File: src/rtl/core/spc_pkg.sv
`timescale 1ns / 1ps
`default_nettype none
// ----------------------------------------------------------------------------
// spc_pkg
// Shared types and constants of the spectrum peak centroider.
// ----------------------------------------------------------------------------
package spc_pkg;

  // Fixed widths of the port fields.
  localparam int unsigned PORT_MZ_W    = 32;
  localparam int unsigned PORT_LEVEL_W = 32;
  localparam int unsigned AREA_W       = 63;

  // Width of one partial-product slice of the span.
  localparam int unsigned SLICE_W = 32;

  // Area saturates once the full product exceeds this many bits.
  localparam int unsigned SAT_SHIFT = 64;

  // Job queue between the classifier and the area pipeline.
  localparam int unsigned QUEUE_DEPTH = 4;
  localparam int unsigned QUEUE_PTR_W = 2;
  localparam int unsigned QUEUE_CNT_W = 3;

  // Input point request.
  typedef struct packed {
    logic [PORT_MZ_W-1:0]    point_mz;
    logic [PORT_LEVEL_W-1:0] point_intensity;
    logic                    last_point;
  } point_t;

  // Result request.
  typedef struct packed {
    logic [PORT_MZ_W-1:0] centroid_mz;
    logic [AREA_W-1:0]    centroid_area;
  } centroid_t;

endpackage : spc_pkg
`default_nettype wire

File: src/rtl/core/spc_front.sv
`timescale 1ns / 1ps
`default_nettype none
// ----------------------------------------------------------------------------
// spc_front
// Streaming classifier: tracks neighbors and rise starts, finds apexes and
// their high corners, and issues one area job per kept peak.
// ----------------------------------------------------------------------------
module spc_front #(
  parameter int unsigned MZ_BITS    = 32,
  parameter int unsigned LEVEL_BITS = 32,
  parameter int unsigned JOB_W      = 3 * MZ_BITS + LEVEL_BITS
) (
  input  wire logic            clk,
  input  wire logic            rst_n,
  input  wire spc_pkg::point_t in_data,
  input  wire logic            accept,
  output logic                 job_push,
  output logic [JOB_W-1:0]     job_data
);

  logic [MZ_BITS-1:0]    mz;
  logic [LEVEL_BITS-1:0] lvl;
  logic                  last;

  logic [1:0]            seen_r,        seen_nxt;
  logic [MZ_BITS-1:0]    prev_mz_r,     prev_mz_nxt;
  logic [LEVEL_BITS-1:0] prev_level_r,  prev_level_nxt;
  logic [LEVEL_BITS-1:0] bp_level_r,    bp_level_nxt;
  logic [MZ_BITS-1:0]    rise_mz_r,     rise_mz_nxt;
  logic                  pending_r,     pending_nxt;
  logic [MZ_BITS-1:0]    apex_mz_r,     apex_mz_nxt;
  logic [LEVEL_BITS-1:0] apex_level_r,  apex_level_nxt;
  logic [MZ_BITS-1:0]    apex_low_r,    apex_low_nxt;

  logic pend_fire, pend_emit, is_apex, apex_check, ends_now, apex_emit, apex_hold;

  assign mz   = MZ_BITS'(in_data.point_mz);
  assign lvl  = LEVEL_BITS'(in_data.point_intensity);
  assign last = in_data.last_point;

  // A pending descent ends here; a negative area is dropped.
  assign pend_fire = pending_r && ((lvl == '0) || (lvl >= prev_level_r) || last);
  assign pend_emit = pend_fire && (mz >= apex_low_r);

  // The previous point is a strict local maximum that is not flanked by zeros.
  assign is_apex = (seen_r >= 2'd2) && (bp_level_r < prev_level_r) &&
                   (lvl < prev_level_r) && !((bp_level_r == '0) && (lvl == '0));
  assign apex_check = !pend_emit && is_apex;
  assign ends_now   = (lvl == '0) || last;
  assign apex_emit  = apex_check && ends_now && (mz >= rise_mz_r);
  assign apex_hold  = apex_check && !ends_now;

  // Job: apex m/z, low corner, high corner, apex intensity.
  assign job_push = accept && (pend_emit || apex_emit);
  assign job_data = pend_emit ? {apex_mz_r, apex_low_r, mz, apex_level_r}
                              : {prev_mz_r, rise_mz_r, mz, prev_level_r};

  // Next state for an accepted point.
  always_comb begin
    seen_nxt       = seen_r;
    prev_mz_nxt    = prev_mz_r;
    prev_level_nxt = prev_level_r;
    bp_level_nxt   = bp_level_r;
    rise_mz_nxt    = rise_mz_r;
    pending_nxt    = pending_r;
    apex_mz_nxt    = apex_mz_r;
    apex_level_nxt = apex_level_r;
    apex_low_nxt   = apex_low_r;
    if (accept) begin
      if (last) begin
        seen_nxt       = '0;
        prev_mz_nxt    = '0;
        prev_level_nxt = '0;
        bp_level_nxt   = '0;
        rise_mz_nxt    = '0;
        pending_nxt    = 1'b0;
        apex_mz_nxt    = '0;
        apex_level_nxt = '0;
        apex_low_nxt   = '0;
      end else begin
        if (pend_fire) begin
          pending_nxt = 1'b0;
        end
        if (apex_hold) begin
          pending_nxt    = 1'b1;
          apex_mz_nxt    = prev_mz_r;
          apex_level_nxt = prev_level_r;
          apex_low_nxt   = rise_mz_r;
        end
        // The rise restarts at the previous point unless it was still climbing.
        if ((seen_r != 2'd0) &&
            ((seen_r == 2'd1) || (prev_level_r == '0) || (prev_level_r >= lvl))) begin
          rise_mz_nxt = prev_mz_r;
        end
        bp_level_nxt   = prev_level_r;
        prev_level_nxt = lvl;
        prev_mz_nxt    = mz;
        if (seen_r != 2'd2) begin
          seen_nxt = seen_r + 2'd1;
        end
      end
    end
  end

  // State registers.
  always_ff @(posedge clk) begin
    if (!rst_n) begin
      seen_r       <= '0;
      prev_mz_r    <= '0;
      prev_level_r <= '0;
      bp_level_r   <= '0;
      rise_mz_r    <= '0;
      pending_r    <= 1'b0;
      apex_mz_r    <= '0;
      apex_level_r <= '0;
      apex_low_r   <= '0;
    end else begin
      seen_r       <= seen_nxt;
      prev_mz_r    <= prev_mz_nxt;
      prev_level_r <= prev_level_nxt;
      bp_level_r   <= bp_level_nxt;
      rise_mz_r    <= rise_mz_nxt;
      pending_r    <= pending_nxt;
      apex_mz_r    <= apex_mz_nxt;
      apex_level_r <= apex_level_nxt;
      apex_low_r   <= apex_low_nxt;
    end
  end

endmodule : spc_front
`default_nettype wire

File: src/rtl/core/spc_queue.sv
`timescale 1ns / 1ps
`default_nettype none
// ----------------------------------------------------------------------------
// spc_queue
// Small first-in first-out job queue that decouples classifier and pipeline.
// ----------------------------------------------------------------------------
module spc_queue #(
  parameter int unsigned DATA_W = 128
) (
  input  wire logic              clk,
  input  wire logic              rst_n,
  input  wire logic              push,
  input  wire logic [DATA_W-1:0] push_data,
  output logic                   not_full,
  input  wire logic              pop,
  output logic                   not_empty,
  output logic [DATA_W-1:0]      pop_data
);

  logic [DATA_W-1:0]               slot_r [spc_pkg::QUEUE_DEPTH];
  logic [spc_pkg::QUEUE_PTR_W-1:0] wr_ptr_r, wr_ptr_nxt;
  logic [spc_pkg::QUEUE_PTR_W-1:0] rd_ptr_r, rd_ptr_nxt;
  logic [spc_pkg::QUEUE_CNT_W-1:0] count_r,  count_nxt;
  logic                            do_push, do_pop;

  assign not_full  = (count_r != spc_pkg::QUEUE_CNT_W'(spc_pkg::QUEUE_DEPTH));
  assign not_empty = (count_r != '0);
  assign pop_data  = slot_r[rd_ptr_r];
  assign do_push   = push && not_full;
  assign do_pop    = pop && not_empty;

  // Pointer and fill count update.
  always_comb begin
    wr_ptr_nxt = do_push ? wr_ptr_r + 1'b1 : wr_ptr_r;
    rd_ptr_nxt = do_pop  ? rd_ptr_r + 1'b1 : rd_ptr_r;
    count_nxt  = count_r;
    if (do_push && !do_pop) begin
      count_nxt = count_r + 1'b1;
    end else if (do_pop && !do_push) begin
      count_nxt = count_r - 1'b1;
    end
  end

  always_ff @(posedge clk) begin
    if (!rst_n) begin
      wr_ptr_r <= '0;
      rd_ptr_r <= '0;
      count_r  <= '0;
    end else begin
      wr_ptr_r <= wr_ptr_nxt;
      rd_ptr_r <= rd_ptr_nxt;
      count_r  <= count_nxt;
    end
  end

  // Storage slots.
  always_ff @(posedge clk) begin
    if (do_push) begin
      slot_r[wr_ptr_r] <= push_data;
    end
  end

endmodule : spc_queue
`default_nettype wire

File: src/rtl/core/spc_back.sv
`timescale 1ns / 1ps
`default_nettype none
// ----------------------------------------------------------------------------
// spc_back
// Area pipeline: span subtract, sliced multiply, combine and saturate,
// then the result register.
// ----------------------------------------------------------------------------
module spc_back #(
  parameter int unsigned MZ_BITS    = 32,
  parameter int unsigned LEVEL_BITS = 32,
  parameter int unsigned JOB_W      = 3 * MZ_BITS + LEVEL_BITS
) (
  input  wire logic               clk,
  input  wire logic               rst_n,
  input  wire logic               job_valid,
  input  wire logic [JOB_W-1:0]   job_data,
  output logic                    job_pop,
  output logic                    out_valid,
  input  wire logic               out_ready,
  output spc_pkg::centroid_t      out_data
);

  localparam int unsigned LO_W   = (MZ_BITS > spc_pkg::SLICE_W) ? spc_pkg::SLICE_W : MZ_BITS;
  localparam int unsigned HI_W   = (MZ_BITS > spc_pkg::SLICE_W) ?
                                   (MZ_BITS - spc_pkg::SLICE_W) : 1;
  localparam int unsigned P0_W   = LO_W + LEVEL_BITS;
  localparam int unsigned P1_W   = HI_W + LEVEL_BITS;
  localparam int unsigned PROD_W = MZ_BITS + LEVEL_BITS + 1;

  logic [MZ_BITS-1:0]    j_mz, j_low, j_high;
  logic [LEVEL_BITS-1:0] j_level;
  logic                  advance;

  logic                  s1_valid_r;
  logic [MZ_BITS-1:0]    s1_mz_r;
  logic [MZ_BITS-1:0]    s1_span_r;
  logic [LEVEL_BITS-1:0] s1_level_r;

  logic                  s2_valid_r;
  logic [MZ_BITS-1:0]    s2_mz_r;
  logic [P0_W-1:0]       s2_p0_r;
  logic [P1_W-1:0]       s2_p1_r;

  logic                  out_valid_r;
  spc_pkg::centroid_t    out_data_r;

  logic [LO_W-1:0]       span_lo;
  logic [HI_W-1:0]       span_hi;
  logic [PROD_W-1:0]     full_prod;
  logic                  saturate;

  assign {j_mz, j_low, j_high, j_level} = job_data;

  // The whole pipeline moves whenever the result register can take a request.
  assign advance = !out_valid_r || out_ready;
  assign job_pop = advance && job_valid;

  // Span slices for the partial products.
  assign span_lo = s1_span_r[LO_W-1:0];
  if (MZ_BITS > spc_pkg::SLICE_W) begin : g_hi_slice
    assign span_hi = s1_span_r[MZ_BITS-1:spc_pkg::SLICE_W];
  end else begin : g_no_hi_slice
    assign span_hi = '0;
  end

  // Recombine the slices and saturate above 63 bits.
  assign full_prod = (PROD_W'(s2_p1_r) << spc_pkg::SLICE_W) + PROD_W'(s2_p0_r);
  assign saturate  = ((full_prod >> spc_pkg::SAT_SHIFT) != '0);

  // Valid bits of the stages.
  always_ff @(posedge clk) begin
    if (!rst_n) begin
      s1_valid_r  <= 1'b0;
      s2_valid_r  <= 1'b0;
      out_valid_r <= 1'b0;
    end else if (advance) begin
      s1_valid_r  <= job_valid;
      s2_valid_r  <= s1_valid_r;
      out_valid_r <= s2_valid_r;
    end
  end

  // Stage payloads.
  always_ff @(posedge clk) begin
    if (advance) begin
      s1_mz_r    <= j_mz;
      s1_span_r  <= j_high - j_low;
      s1_level_r <= j_level;
      s2_mz_r    <= s1_mz_r;
      s2_p0_r    <= P0_W'(span_lo) * P0_W'(s1_level_r);
      s2_p1_r    <= P1_W'(span_hi) * P1_W'(s1_level_r);
      out_data_r.centroid_mz   <= spc_pkg::PORT_MZ_W'(s2_mz_r);
      out_data_r.centroid_area <= saturate ? {spc_pkg::AREA_W{1'b1}}
                                           : spc_pkg::AREA_W'(full_prod >> 1);
    end
  end

  assign out_valid = out_valid_r;
  assign out_data  = out_data_r;

endmodule : spc_back
`default_nettype wire

File: src/rtl/core/spectrum_peak_centroider.sv
`timescale 1ns / 1ps
`default_nettype none
// ----------------------------------------------------------------------------
// spectrum_peak_centroider
// Local-maximum peak centroider for a stream of spectrum points.
//
//   Channel  Direction  Handshake              Payload
//   in_      input      in_valid / in_ready    spc_pkg::point_t
//   out_     output     out_valid / out_ready  spc_pkg::centroid_t
//
// One point is taken every cycle while the job queue has room; the classifier
// updates its neighbor state in the cycle of acceptance, so it never holds up
// the stream by itself. A peak result goes from the point that closes its descent
// through the job queue, span stage, partial-product stage and result register.
// Synchronous active-low reset clears the classifier, queue and stage valids.
// When results are not taken, the pipeline holds and the four-entry job
// queue absorbs peaks; in_ready drops only once that queue is full.
// ----------------------------------------------------------------------------
module spectrum_peak_centroider #(
  parameter int unsigned MZ_BITS    = 32,
  parameter int unsigned LEVEL_BITS = 32
) (
  input  wire logic               clk,
  input  wire logic               rst_n,
  input  wire logic               in_valid,
  output logic                    in_ready,
  input  wire spc_pkg::point_t    in_data,
  output logic                    out_valid,
  input  wire logic               out_ready,
  output spc_pkg::centroid_t      out_data
);

  localparam int unsigned JOB_W = 3 * MZ_BITS + LEVEL_BITS;

  logic             accept;
  logic             job_push;
  logic [JOB_W-1:0] push_data;
  logic             q_not_full;
  logic             q_not_empty;
  logic             job_pop;
  logic [JOB_W-1:0] pop_data;

  assign in_ready = q_not_full;
  assign accept   = in_valid && q_not_full;

  // Classifier.
  spc_front #(
    .MZ_BITS    (MZ_BITS),
    .LEVEL_BITS (LEVEL_BITS),
    .JOB_W      (JOB_W)
  ) u_front (
    .clk      (clk),
    .rst_n    (rst_n),
    .in_data  (in_data),
    .accept   (accept),
    .job_push (job_push),
    .job_data (push_data)
  );

  // Job queue.
  spc_queue #(
    .DATA_W (JOB_W)
  ) u_queue (
    .clk       (clk),
    .rst_n     (rst_n),
    .push      (job_push),
    .push_data (push_data),
    .not_full  (q_not_full),
    .pop       (job_pop),
    .not_empty (q_not_empty),
    .pop_data  (pop_data)
  );

  // Area pipeline.
  spc_back #(
    .MZ_BITS    (MZ_BITS),
    .LEVEL_BITS (LEVEL_BITS),
    .JOB_W      (JOB_W)
  ) u_back (
    .clk       (clk),
    .rst_n     (rst_n),
    .job_valid (q_not_empty),
    .job_data  (pop_data),
    .job_pop   (job_pop),
    .out_valid (out_valid),
    .out_ready (out_ready),
    .out_data  (out_data)
  );

endmodule : spectrum_peak_centroider
`default_nettype wire

File: config.mk
export PLATFORM = sky130hd
export DESIGN_NAME = spectrum_peak_centroider
export DESIGN_NICKNAME = d
export VERILOG_FILES = /design/src/rtl/core/spc_pkg.sv /design/src/rtl/core/spc_front.sv /design/src/rtl/core/spc_queue.sv /design/src/rtl/core/spc_back.sv /design/src/rtl/core/spectrum_peak_centroider.sv
export SDC_FILE = /design/constraint.sdc
export NUM_CORES = 2
export LEC_CHECK = 0
export BUFFER_PORTS_ARGS = -buffer_cell sky130_fd_sc_hd__buf_2
export CAP_MARGIN = 25
export CORE_UTILIZATION = 30
export CTS_CLUSTER_DIAMETER = 120
export DETAILED_ROUTE_END_ITERATION = 8
export GPL_TIMING_DRIVEN = 0
export PLACE_DENSITY = 0.42
export SYNTH_ARGS = -nofsm -noshare
export SYNTH_HDL_FRONTEND = slang
export SYNTH_SLANG_ARGS = --single-unit
File: constraint.sdc
create_clock -name clk -period 14.7 [get_ports clk]
set_input_delay 0.735 -clock clk [delete_from_list [all_inputs] [get_ports clk]]
set_output_delay 0.735 -clock clk [all_outputs]
set_load 0.01 [all_outputs]
==> impl_metrics.yaml <==
drt:
  dr.pass1.iters: 5
  drc: 0
  via_count: 48500
  ant_nets: 0
  vias_per_cell: 4.76
  drt-initial-drc-count: 3394
  drt_wl_total_mm: 241
  wl_per_cell_um: 23.7
clock_network:
  htree_levels: 3
  cts_sinks: 1037
  clockBufferDepth: 3
  numCtsBuffers: 119
  cts_setup_buffers: 0
  cts-root-buf: "clkbuf_16"
  clk_latency_ns: 0.82
  ctsHoldBuffers: 0
  cts_tree: "built"
  cts_resized: 0
  clk_pin_slew_ns: 0.06
critical_path:
  rr_worst_depth: 27
  path_max_fanout: 10
  r2r_setup_slack_ns: 4.56
  worst-endpoint-arrival_ns: 10.58
  setup.worst_path.start_class: "flop"
  required_ns: 15.14
  r2r_end: "u_back.s2_p0_r[62]"
  r2r-start: "u_back.s1_level_r[8]"
  worstSetupEndpointType: "flop"
  critPathKind: "reg2reg"
timing:
  post-route-period-util: 0.690
  slew_headroom: 0.237
  finalSetupTns_ns: 0
  slew_violations: 0
  fmax_ghz: 0.0986
  fin_worst_skew_ns: 0.0892
  setup_viol: 0
  tightestPinTransition_ns: 1.14
  rsz0062_at_grt: "no"
  min_period_ns: 10.14
  hold_viol_final: 0
floorplanning:
  pin_count: 166
  fp.dieW_um: 501
  placeableCoreArea_sq_mm: 0.247
  num_rows: 182
  die_area_sq_mm: 0.251
  die_h_um: 501
  start_util: 0.302
status:
  status: "completed"
global_routing:
  grt_pass1_wl_mm: 353
  grt_pass1_vias: 50700
  grt_use_total: 0.193
  gr-total-overflow: 0
  antenna_found_initial: 16
  grt_max_degree: 107
placed_design:
  port-buffer-count: 164
  place.detailed.hpwl_mm: 197
  gp_congestion: 0.934
hold_path:
  min_path_type: "in2reg"
  hold-path-cell-count: 1
  min_from: "in_data[33]"
  hold_path_end: "u_queue.slot_r[1][32]"
synthesis:
  ys_ff_latch: 1037
  postSynthAreaPerCell_sq_um: 11.5
  synth_nets: 7876
  syn-cell-area_sq_mm: 0.0746
  synth_edf_count: 798
  async_reset_ff_frac: 0
  synth_ff_type: "edfxtp_1"
  ys_types: 71
  seq_area_frac_synth: 0.385
  synth_warnings: 0
  syn_inst: 6480
finish:
  drive_gt1_frac: 0.0832
  synthToLayoutAreaGrowth_pct: 12.9
  num-nets-final: 8189
  fill_cells: 24800
  multiInputGateArea_sq_mm: 0.0408
  seq_area_sq_mm: 0.0287
flow_run:
  cap_viol_max_count: 0
## through the flow
step	hold WS (ns)	instances	instance area (sq um)	util	setup WS (ns)
2_1_floorplan	0.400	6480	74600	-	5.91
3_3_place_gp	0.403	9956	79500	0.323	1.13
3_5_place_dp	0.405	9979	80000	0.324	4.44
4_1_cts	0.0822	10200	84200	0.341	4.34
5_1_grt	0.125	10200	84200	0.342	4.19
6_report	0.154	10200	84200	0.342	4.56
## registers in the layout, summed over array words and instances, names as in the netlist, 3 cells and up, named ones only
| signal | cells |
|---|---|
| u_queue.slot_r | 512 |
| u_back.s2_p0_r | 63 |
| u_front.prev_mz_r | 32 |
| u_front.apex_low_r | 32 |
| u_back.s2_mz_r | 32 |
| u_back.out_data | 95 |
| u_front.apex_level_r | 32 |
| u_front.prev_level_r | 32 |
| u_back.s1_level_r | 32 |
| u_back.s1_mz_r | 32 |
| u_front.bp_level_r | 32 |
| u_back.s1_span_r | 32 |
| u_front.rise_mz_r | 32 |
| u_front.apex_mz_r | 32 |
| u_queue.count_r | 3 |
## metal layers
metal	wire length (um)	GRT usage	up-vias
met5	55	0	-
met3	11500	0.0252	289
met4	6350	0.0517	8
met1	115000	0.276	25200
li1	-	-	22000
met2	108000	0.306	1132
## cells by family after synthesis
family,count (synthesis),share of synthesized area
simple gates,1831,0.122
buf+inv,1336,0.0677
fa+ha+maj,1327,0.313
flops,1037,0.385
compound gates,681,0.0555
mux,173,0.0451
xor+xnor,95,0.0112
## worst max-delay path by stage
stage                    startpoint            endpoint  depth (start not counted)
2_1_floorplan             out_ready  u_queue.count_r[2]                          9
3_3_place_gp              out_ready  u_queue.count_r[1]                          9
3_5_place_dp   u_back.s1_level_r[7]  u_back.s2_p0_r[62]                         26
4_1_cts        u_back.s1_level_r[7]  u_back.s2_p0_r[62]                         26
5_1_grt        u_back.s1_level_r[8]  u_back.s2_p0_r[62]                         27
6_report       u_back.s1_level_r[8]  u_back.s2_p0_r[62]                         27
## layout by cell type, fill, tap and decap left out, types with 13 or more instances in the layout
| cell type | n |
|---|---|
| a211oi_1 | 19 |
| a21o_1 | 60 |
| a21oi_1 | 305 |
| a22o_1 | 32 |
| and2_1 | 579 |
| and3_1 | 75 |
| buf_1 | 26 |
| buf_2 | 180 |
| buf_8 | 13 |
| bufinv_16 | 18 |
| clkbuf_1 | 331 |
| clkbuf_16 | 119 |
| clkinv_1 | 14 |
| clkinv_2 | 16 |
| dfxtp_1 | 239 |
| edfxtp_1 | 798 |
| fa_1 | 898 |
| ha_1 | 429 |
| inv_1 | 982 |
| mux2_2 | 34 |
| mux4_2 | 127 |
| nand2_1 | 680 |
| nand2b_1 | 15 |
| nand3_1 | 122 |
| nand4_1 | 38 |
| nor2_1 | 185 |
| nor2b_1 | 19 |
| nor3_1 | 54 |
| nor4_1 | 31 |
| o21a_1 | 18 |
| o21ai_0 | 133 |
| o21bai_1 | 15 |
| xnor2_1 | 58 |
| xor2_1 | 37 |
## worst max-delay path, cell delays in order (launching register included)
cell and delay (ns):
edfxtp_1 0.56, clkbuf_1 0.85, nand2_1 0.20, fa_1 0.45, inv_1 0.07, fa_1 0.44
fa_1 0.52, inv_1 0.05, fa_1 0.50, inv_1 0.07, fa_1 0.48, fa_1 0.51
fa_1 0.49, inv_1 0.05, fa_1 0.47, inv_1 0.04, ha_1 0.26, clkbuf_1 0.26
and3_1 0.27, nand3_1 0.15, nor2_1 0.17, o211ai_1 0.14, nand2_1 0.17, a31oi_1 0.35
o31ai_1 0.57, o221ai_1 0.53, o311ai_1 1.06, xor2_1 0.14
## cells in the mapped netlist, types with 10 or more instances
| master | number | share of area |
|---|---|---|
| inv_1 | 983 | 0.049 |
| fa_1 | 898 | 0.24 |
| edfxtp_1 | 798 | 0.32 |
| nand2_1 | 680 | 0.034 |
| and2_1 | 583 | 0.049 |
| ha_1 | 429 | 0.072 |
| clkbuf_1 | 307 | 0.015 |
| a21oi_1 | 305 | 0.020 |
| dfxtp_1 | 239 | 0.064 |
| nor2_1 | 185 | 0.0093 |
| o21ai_0 | 133 | 0.0089 |
| mux4_2 | 127 | 0.038 |
| nand3_1 | 122 | 0.0082 |
| and3_1 | 75 | 0.0063 |
| a21o_1 | 60 | 0.0060 |
| xnor2_1 | 58 | 0.0068 |
| nor3_1 | 54 | 0.0036 |
| nand4_1 | 38 | 0.0032 |
| xor2_1 | 37 | 0.0043 |
| mux2_2 | 34 | 0.0051 |
| a22o_1 | 32 | 0.0038 |
| nor4_1 | 32 | 0.0027 |
| buf_1 | 26 | 0.0013 |
| a211oi_1 | 19 | 0.0019 |
| nor2b_1 | 19 | 0.0016 |
| o21a_1 | 18 | 0.0018 |
| buf_2 | 15 | 0.0010 |
| nand2b_1 | 15 | 0.0013 |
| o21bai_1 | 15 | 0.0015 |
| mux2i_1 | 12 | 0.0016 |
| o31ai_1 | 12 | 0.0012 |
| a31oi_1 | 11 | 0.00092 |
| a2bb2oi_1 | 10 | 0.0012 |
| o211ai_1 | 10 | 0.0010 |
## layout make-up
cell class,count,share of cell area
clock buffers,151,0.0377
repair buffers,192,0.0157
plain buffers,352,0.0161
flip-flops and latches,1037,0.341
diodes,4,0.000119
inverters,984,0.0439
clock inverters,67,0.0115
multi-input cells,4107,0.484
well taps,3312,0.0492
Power is left out: the tool's default activity adds up to more than one toggle a clock period on the data nets, which glitch-free logic cannot reach.
